File: src/design/kda_pkg.sv
package kda_pkg;

    localparam int KDA_IO_KEYS = 16;
    localparam int KDA_ADDR_W  = 3;
    localparam int KDA_DATA_W  = 32;

    localparam logic [7:0] KDA_PERIOD_RESET = 8'd7;

    typedef enum logic [0:0] {
        KDA_REG_REPEAT_PERIOD = 1'b0
    } kda_reg_idx_t;

    typedef enum logic [5:0] {
        PH_INIT   = 6'b000001,
        PH_DOWN   = 6'b000010,
        PH_UP     = 6'b000100,
        PH_DNTOUP = 6'b001000,
        PH_UPTODN = 6'b010000,
        PH_DNLONG = 6'b100000
    } kda_phase_t;

    typedef struct packed {
        logic press;
        logic release_det;
    } kda_flags_t;

endpackage

File: src/design/kda_key_cell.sv
module kda_key_cell import kda_pkg::*; (
    input  logic       aclk,
    input  logic       aresetn,
    input  logic       advance,
    input  logic       level_up,
    input  logic [7:0] repeat_period,
    output kda_flags_t flags
);

    kda_phase_t phase_reg, phase_next;
    logic [7:0] count_reg, count_next;
    logic [7:0] count_inc;

    assign count_inc = count_reg + 8'd1;

    always_comb begin
        phase_next        = phase_reg;
        count_next        = count_reg;
        flags.press       = 1'b0;
        flags.release_det = 1'b0;
        if (level_up) begin
            unique case (phase_reg)
                PH_DNTOUP: begin
                    flags.release_det = 1'b1;
                    phase_next        = PH_UP;
                end
                PH_DOWN, PH_DNLONG: begin
                    phase_next = PH_DNTOUP;
                end
                default: begin
                    phase_next = PH_UP;
                end
            endcase
        end else begin
            unique case (phase_reg)
                PH_UP: begin
                    phase_next = PH_UPTODN;
                end
                PH_UPTODN: begin
                    phase_next  = PH_DOWN;
                    flags.press = 1'b1;
                end
                PH_DOWN: begin
                    phase_next = PH_DNLONG;
                    count_next = 8'd0;
                end
                PH_DNLONG: begin
                    if (count_inc == repeat_period) begin
                        flags.press = 1'b1;
                        count_next  = 8'd0;
                    end else begin
                        count_next = count_inc;
                    end
                end
                default: begin
                    phase_next = PH_DOWN;
                end
            endcase
        end
    end

    always_ff @(posedge aclk) begin
        if (!aresetn) begin
            phase_reg <= PH_INIT;
            count_reg <= 8'd0;
        end else if (advance) begin
            phase_reg <= phase_next;
            count_reg <= count_next;
        end
    end

endmodule

File: src/design/keypad_debounce_autorepeat_unit.sv
// Channel   Ports                                   Payload
// s_        s_valid, s_ready, s_key_levels          one poll, 1 = released
// m_        m_valid, m_ready, m_press_flags,        one result per poll
//           m_release_flags
// cfg       psel, penable, pwrite, paddr, pwdata,   repeat_period at 0x0
//           prdata, pready
//
// A poll is taken into the input register, and all key machines update together
// as it moves into the result register; one poll per cycle while m_ready is high.
// Reset clears every key to its initial phase and sets repeat_period to 7.
// A stalled result holds the result register; the input register still takes
// one more request, after which s_ready falls until the result is taken.
module keypad_debounce_autorepeat_unit import kda_pkg::*; #(
    parameter int NUM_KEYS = 16
) (
    input  logic                   aclk,
    input  logic                   aresetn,
    input  logic                   s_valid,
    output logic                   s_ready,
    input  logic [15:0]            s_key_levels,
    output logic                   m_valid,
    input  logic                   m_ready,
    output logic [15:0]            m_press_flags,
    output logic [15:0]            m_release_flags,
    input  logic                   psel,
    input  logic                   penable,
    input  logic                   pwrite,
    input  logic [KDA_ADDR_W-1:0]  paddr,
    input  logic [KDA_DATA_W-1:0]  pwdata,
    output logic [KDA_DATA_W-1:0]  prdata,
    output logic                   pready
);

    localparam int ACTIVE_KEYS = (NUM_KEYS < KDA_IO_KEYS) ? NUM_KEYS : KDA_IO_KEYS;

    logic        in_valid_reg;
    logic [15:0] levels_reg;
    logic        out_valid_reg;
    logic [15:0] press_reg, press_next;
    logic [15:0] release_reg, release_next;
    logic [7:0]  period_reg;
    logic        advance;
    logic        reg_sel;

    kda_flags_t  key_flags [ACTIVE_KEYS];

    assign advance = in_valid_reg && (!out_valid_reg || m_ready);
    assign s_ready = !in_valid_reg || advance;

    assign reg_sel = (paddr[KDA_ADDR_W-1:2] == KDA_REG_REPEAT_PERIOD);
    assign pready  = 1'b1;
    assign prdata  = reg_sel ? {{(KDA_DATA_W-8){1'b0}}, period_reg} : '0;

    always_ff @(posedge aclk) begin
        if (!aresetn) begin
            period_reg <= KDA_PERIOD_RESET;
        end else if (psel && penable && pwrite && reg_sel) begin
            period_reg <= pwdata[7:0];
        end
    end

    genvar k;
    generate
        for (k = 0; k < KDA_IO_KEYS; k++) begin : g_key
            if (k < ACTIVE_KEYS) begin : g_active
                kda_key_cell u_cell (
                    .aclk          (aclk),
                    .aresetn       (aresetn),
                    .advance       (advance),
                    .level_up      (levels_reg[k]),
                    .repeat_period (period_reg),
                    .flags         (key_flags[k])
                );
                assign press_next[k]   = key_flags[k].press;
                assign release_next[k] = key_flags[k].release_det;
            end else begin : g_idle
                assign press_next[k]   = 1'b0;
                assign release_next[k] = 1'b0;
            end
        end
    endgenerate

    always_ff @(posedge aclk) begin
        if (!aresetn) begin
            in_valid_reg  <= 1'b0;
            out_valid_reg <= 1'b0;
        end else begin
            if (s_ready) begin
                in_valid_reg <= s_valid;
            end
            if (advance) begin
                out_valid_reg <= 1'b1;
            end else if (m_ready) begin
                out_valid_reg <= 1'b0;
            end
        end
    end

    always_ff @(posedge aclk) begin
        if (s_valid && s_ready) begin
            levels_reg <= s_key_levels;
        end
        if (advance) begin
            press_reg   <= press_next;
            release_reg <= release_next;
        end
    end

    assign m_valid         = out_valid_reg;
    assign m_press_flags   = press_reg;
    assign m_release_flags = release_reg;

endmodule

File: config.mk
export PLATFORM = sky130hd
export DESIGN_NAME = keypad_debounce_autorepeat_unit
export DESIGN_NICKNAME = d
export VERILOG_FILES = /design/src/design/kda_pkg.sv /design/src/design/kda_key_cell.sv /design/src/design/keypad_debounce_autorepeat_unit.sv
export SDC_FILE = /design/constraint.sdc
export NUM_CORES = 1
export LEC_CHECK = 0
export BUFFER_PORTS_ARGS = -buffer_cell sky130_fd_sc_hd__buf_2
export CAP_MARGIN = 30
export CELL_PAD_IN_SITES_DETAIL_PLACEMENT = 1
export CELL_PAD_IN_SITES_GLOBAL_PLACEMENT = 1
export CORE_MARGIN = 5
export CORE_UTILIZATION = 38
export DETAILED_ROUTE_END_ITERATION = 10
export GPL_ROUTABILITY_DRIVEN = 1
export HOLD_SLACK_MARGIN = 0.1
export PLACE_DENSITY_LB_ADDON = 0.1
export RECOVER_POWER = 100
export SLEW_MARGIN = 10
export SYNTH_ARGS = -nofsm -noshare
export SYNTH_HDL_FRONTEND = slang
export SYNTH_SLANG_ARGS = --single-unit
export TNS_END_PERCENT = 20
File: constraint.sdc
create_clock -name aclk -period 2.6 [get_ports aclk]
set_input_delay 0.13 -clock aclk [delete_from_list [all_inputs] [get_ports aclk]]
set_output_delay 0.13 -clock aclk [all_outputs]
set_load 0.005 [all_outputs]
==> impl_metrics.ini, run 1 <==
[critical_path]
cp-start-kind = flip-flop
cp.required_ns = 3.05
rrSetupSlack_ns = 0.05
crit_fanout = 10
cp.arrival_ns = 2.99
crit_path_end_kind = flip-flop
path_class = flip-flop to flip-flop

[timing]
hold_slack_ns = 0.215
slew_violations = 0
final.setup_skew_ns = 0.0218
min_period_ns = 2.55
finalSetupViolCount = 0
final-hold-violation-count = 0
fmax_mhz = 393
finalCritPeriodShare_pct = 98.0
slew_headroom_pct = 34.3
worst_pin_slew_ns = 0.986
rsz0062_at_grt = true

[placement]
dp_hpwl_um = 34800
finalWeightedCongestion = 0.802
io_buffer_count = 73
dp.cells = 2676

[clocking]
cts_tree = built
cts.clk_slew.worst_paths_ns = 0.06
cts_buffer_depth = 3
cts-root-buf = clkbuf_16
cts_sinks = 282
htreeDepth = 2
clk_latency_ns = 0.55
numCtsBuffers = 37

[cells_and_area]
final_cell_mix = 273 x nand2_1, 232 x dfxtp_1, 131 x nor2_1
final_common_cell = nand2_1
antenna_cells = 0
largest_register_ffs = 128
area_delta_synth_final_pct = 17.1
stdcell_count = 2776
final_nets = 2229
drive_gt1_share_pct = 10.6
fin_util_pct = 44.7

[floorplan]
dieArea_sq_mm = 0.0486
start_util_pct = 38.2
rows = 77
die_h_um = 220
io_pins = 125
die_width_um = 220
core_area_sq_mm = 0.0440

[grt]
grt_overflow = 0
track_usage_pct = 20.4
grt_pass1_vias = 15300
grt_pass1_wl_um = 81200
antenna_found_initial = 1
grt_max_degree = 85

[route]
met1Wirelength_um = 24800
drt_iter0_drc = 598
dr.max_layer_used = met4
viasPerCell = 5.49
via_count = 15200
dr.pass1.iters = 4
wl_met2_um = 23300
detail-route-antenna-nets = 0
postRouteWirelength_um = 50400
wl_per_cell_um = 18.1
wl_met3_um = 1360
drc = 0

[synth]
yosysWarnings = 0
ys_async_sr_fraction_pct = 0
synth_edf_count = 48
synth_area_sq_mm = 0.0168
avgSynthCellArea_sq_um = 8.26
synthCells = 2035
synth_cell_types = 91
seq_area_frac_synth_pct = 36.4
synth_ff_type = dfxtp_1
ys_ff_latch = 282

[status]
status = complete, no violations

[power_and_ir_drop]
peakVddDrop_uv = 527
p_leak_nw = 7.14
pwr_density_cell_mw_per_mm2 = 546

[worst_hold_path]
hp-class = input pin to flip-flop

[flow_run]
max-cap-violations = 0
through the flow:
| stage | instance area (sq um) | setup WS, ns | total power [mW] | TNS, ns |
|---|---|---|---|---|
| 5_1_grt | 19700 | -0.0543 | 11.2 | -0.621 |
| 4_1_cts | 19700 | 0.00332 | 10.9 | 0 |
| 3_3_place_gp | 18200 | -0.0275 | 5.42 | -0.0275 |
| 6_report | 19700 | 0.0530 | 10.8 | 0 |
| 2_1_floorplan | 16900 | 0.0486 | 5.17 | 0 |
| 3_5_place_dp | 18200 | 0.00840 | 5.44 | 0 |
power by group:
part | internal, mW | switching, mW | total (mW)
clock network | 3.31 | 2.08 | 5.39
logic | 0.285 | 0.429 | 0.714
registers | 4.53 | 0.120 | 4.65
cells in the mapped netlist (7+ instances only):
cell | count | area (sq um)
a22oi_1 | 7 | 52.6
and3_1 | 24 | 150
a211o_1 | 13 | 114
clkbuf_1 | 71 | 267
xnor2_1 | 105 | 920
nand3_1 | 95 | 475
or4_1 | 7 | 52.6
nand2_1 | 274 | 1030
dfxtp_1 | 234 | 4680
and4_1 | 27 | 236
xor2_1 | 65 | 569
o22ai_1 | 11 | 68.8
a32oi_1 | 12 | 105
nor3b_1 | 18 | 135
a21boi_0 | 43 | 323
a211oi_1 | 15 | 113
a21o_1 | 16 | 120
ha_1 | 16 | 200
nand4b_1 | 8 | 70.1
nor2b_1 | 73 | 457
nand4_1 | 20 | 125
buf_4 | 32 | 240
buf_1 | 13 | 48.8
or3_1 | 26 | 163
o211ai_1 | 7 | 52.6
inv_1 | 36 | 135
a31oi_1 | 42 | 263
edfxtp_1 | 48 | 1440
nor3_1 | 54 | 270
and2_1 | 49 | 307
a21oi_1 | 77 | 385
o21a_1 | 7 | 52.6
nor4_1 | 43 | 269
nor2_1 | 131 | 492
nand3b_1 | 35 | 263
o2111ai_1 | 13 | 114
mux2i_1 | 11 | 110
buf_2 | 19 | 95.1
a22o_1 | 12 | 105
o21ai_0 | 78 | 390
nand2b_1 | 35 | 219
cells by family after synthesis:
kind of cell	after synthesis	share of synthesized area [%]
AOI/OAI and AO/OA	415	17.0
xor gates and xnor gates	176	9.63
adders and majority gates	16	1.19
buffers and inverters	179	5.07
DFF	282	36.4
muxes	13	0.789
other	2	0.0447
and+or+nand+nor	952	29.9
per-layer routing:
metal  up-vias  track usage [%]
li1       7496                -
met4         0             5.10
met5         -                0
met3        53             2.60
met1      7521             28.4
met2       170             33.9
layout make-up:
cell class | count | area, sq um
Fill cell | 5344 | 24300
Inverter | 37 | 139
Multi-Input combinational cell | 1597 | 10000
Clock inverter | 15 | 176
Clock buffer | 53 | 1090
Timing Repair Buffer | 200 | 1420
Sequential cell | 282 | 6130
Tap cell | 592 | 741
worst paths after layout:
| path | startpoint | endpoint | cells past startpoint |
|---|---|---|---|
| worst max-delay path | period_reg[6] | g_key[1].g_active.u_cell.count_reg[4] | 9 |
| worst min-delay path | pwrite | period_reg[0] | 4 |
| worst max register to register | period_reg[6] | g_key[1].g_active.u_cell.count_reg[4] | 9 |
| worst min register to register | g_key[5].g_active.u_cell.phase_reg[0] | g_key[5].g_active.u_cell.phase_reg[0] | 2 |
repair_timing:
item / in CTS / in global routing
resized for setup: 0 / 17
setup endpoints to repair: 0 / 40
hold buffers: 29 / 0
setup buffers: 0 / 3
endpoints found under the hold margin: 39 / 0
worst max-delay path: stages (launching register included):
cell,delay (ns)
dfxtp_1,0.43
buf_12,0.21
xor2_2,0.18
or3b_2,0.46
a21oi_1,0.21
o2111ai_2,0.22
o21ai_4,0.20
buf_2,0.20
nor2_1,0.07
a211o_1,0.26
Note: power is estimated with default switching activity, not from simulation.
==> run 2: changes to the inputs <==
- CORE_ASPECT_RATIO: unset -> 1.4
==> run 2 against run 1 <==
Net effect:
- die area grew 0.12%
- clock power shrank 8.7%
- worst setup slack gained 0.072 ns
- non-clock buffer count grew 4
- clock-buffer cell count grew 1
- maximum frequency grew 2.9%
- core utilization shrank 0.096 points
- first-iteration DRC count shrank 3.2%
- routed wire length shrank 0.23%
- critical path type unchanged
==> impl_metrics.ini, run 2 (synthesis gave the netlist of run 1 again) <==
[critical_path]
slowest_delay_ns = 0.46
cp.arrival_ns = 2.89
path_cells = buf_12 -> xor2_1 -> or3b_2 -> a21oi_1 -> o2111ai_1 -> o21ai_2 -> nor2_1 -> a211o_1
cpMaxStageDelayCell = or3b_2
cp.required_ns = 3.01
crit_path_end_kind = flip-flop
path_buf_inv = 1
cpLargestDelayFamily = compound AO/OA/AOI/OAI gates
cp-start-kind = flip-flop
path_class = flip-flop to flip-flop
crit_fanout = 13

[placement]
finalWeightedCongestion = 0.797
io_buffer_count = 73
dp_hpwl_um = 35400

[timing]
final-hold-violation-count = 0
worst_pin_slew_ns = 0.563
min_period_ns = 2.48
fmax_mhz = 404
finalSetupViolCount = 0
final.setup_skew_ns = 0.0114
slew_headroom_pct = 62.4
slew_violations = 0
finalCritPeriodShare_pct = 95.2
rsz0062_at_grt = true
hold_slack_ns = 0.195

[worst_hold_path]
hp-class = input pin to flip-flop

[clocking]
htreeDepth = 2
cts_sinks = 282
cts.clk_slew.worst_paths_ns = 0.06
cts_buffer_depth = 3
clk_latency_ns = 0.52
cts_tree = built
cts_setup_buffers = 0
cts-root-buf = clkbuf_16
numCtsBuffers = 35

[power_and_ir_drop]
p_leak_nw = 7.21
peakVddDrop_uv = 459
pwr_density_cell_mw_per_mm2 = 525

[floorplan]
io_pins = 125
die_width_um = 188
core_area_sq_mm = 0.0439
rows = 91
die_h_um = 259
start_util_pct = 38.3
dieArea_sq_mm = 0.0486

[status]
status = complete, no violations

[route]
dr.pass1.iters = 5
wl_per_cell_um = 18.3
via_count = 15200
drt_iter0_drc = 579
postRouteWirelength_um = 50300
drc = 0
viasPerCell = 5.55
detail-route-antenna-nets = 0

[grt]
antenna_found_initial = 1
track_usage_pct = 20.1
grt_overflow = 0
grt_pass1_vias = 15500
grt_max_degree = 73
grt_pass1_wl_um = 81700

[cells_and_area]
antenna_cells = 0
fillCellCount = 5205
final_cell_mix = 273 x nand2_1, 229 x dfxtp_1, 131 x nor2_1
final_common_cell = nand2_1
final_nets = 2231
fin_util_pct = 44.6
drive_gt1_share_pct = 11.9
area_delta_synth_final_pct = 16.6
largest_register_ffs = 128

[flow_run]
max-cap-violations = 0
-- run 2: where the power goes --
part / internal, mW / leakage, nW / switching [mW] / total [mW]
Sequential: 4.53 / 2.36 / 0.118 / 4.65
Combinational: 0.295 / 4.29 / 0.419 / 0.714
Clock: 2.97 / 0.559 / 1.95 / 4.92
-- run 2: per-layer routing --
layer / track usage, % / wire [um]
met5: 0 / 0
met2: 36.0 / 24700
met1: 26.2 / 23300
met3: 2.43 / 1430
met4: 4.18 / 790
-- run 2: worst paths after layout --
kind	slack [ns]	to	start	depth (start not counted)
worst min-delay path	0.20	period_reg[3]	penable	4
worst min register to register	0.46	g_key[5].g_active.u_cell.phase_reg[0]	g_key[5].g_active.u_cell.phase_reg[0]	2
worst max register to register	0.12	g_key[3].g_active.u_cell.count_reg[4]	period_reg[6]	8
worst max-delay path	0.12	g_key[3].g_active.u_cell.count_reg[4]	period_reg[6]	8
-- run 2: worst reg2reg max path, delay by kind of cell (launching register included) --
family | cells | cell delay [ns]
DFF | 1 | 0.38
buffers and inverters | 1 | 0.19
xor gates and xnor gates | 1 | 0.23
AOI/OAI and AO/OA | 4 | 1.01
and+or+nand+nor | 2 | 0.56
-- run 2: cell type report --
class | count | area, sq um | share of cell area [%]
timing repair buffer | 204 | 1500 | 7.65
multi-input combinational | 1597 | 9990 | 51.0
clock inverter | 9 | 95.1 | 0.485
sequential | 282 | 6130 | 31.3
clock buffer | 54 | 1050 | 5.35
inverter | 37 | 141 | 0.721
tap | 558 | 698 | 3.56
-- run 2: per-stage QoR --
step                      setup TNS, ns  instances  cell area, sq um  setup slack [ns]  power [mW]
after floorplan                       0       2058             16900            0.0486        5.17
after global placement                0       2648             18100            0.0425        5.41
after detailed placement        -0.0546       2648             18100           -0.0281        5.43
after CTS                             0       2741             19600            0.0413        10.5
after global routing             -0.457       2741             19600           -0.0690        10.7
final                                 0       2741             19600             0.125        10.3
-- run 2: what timing repair did --
item	4_1_cts	5_1_grt
pin swaps	0	1
endpoints found under the setup margin	2	31
resized for setup	1	14
hold endpoints to repair	37	0
hold buffers	30	0
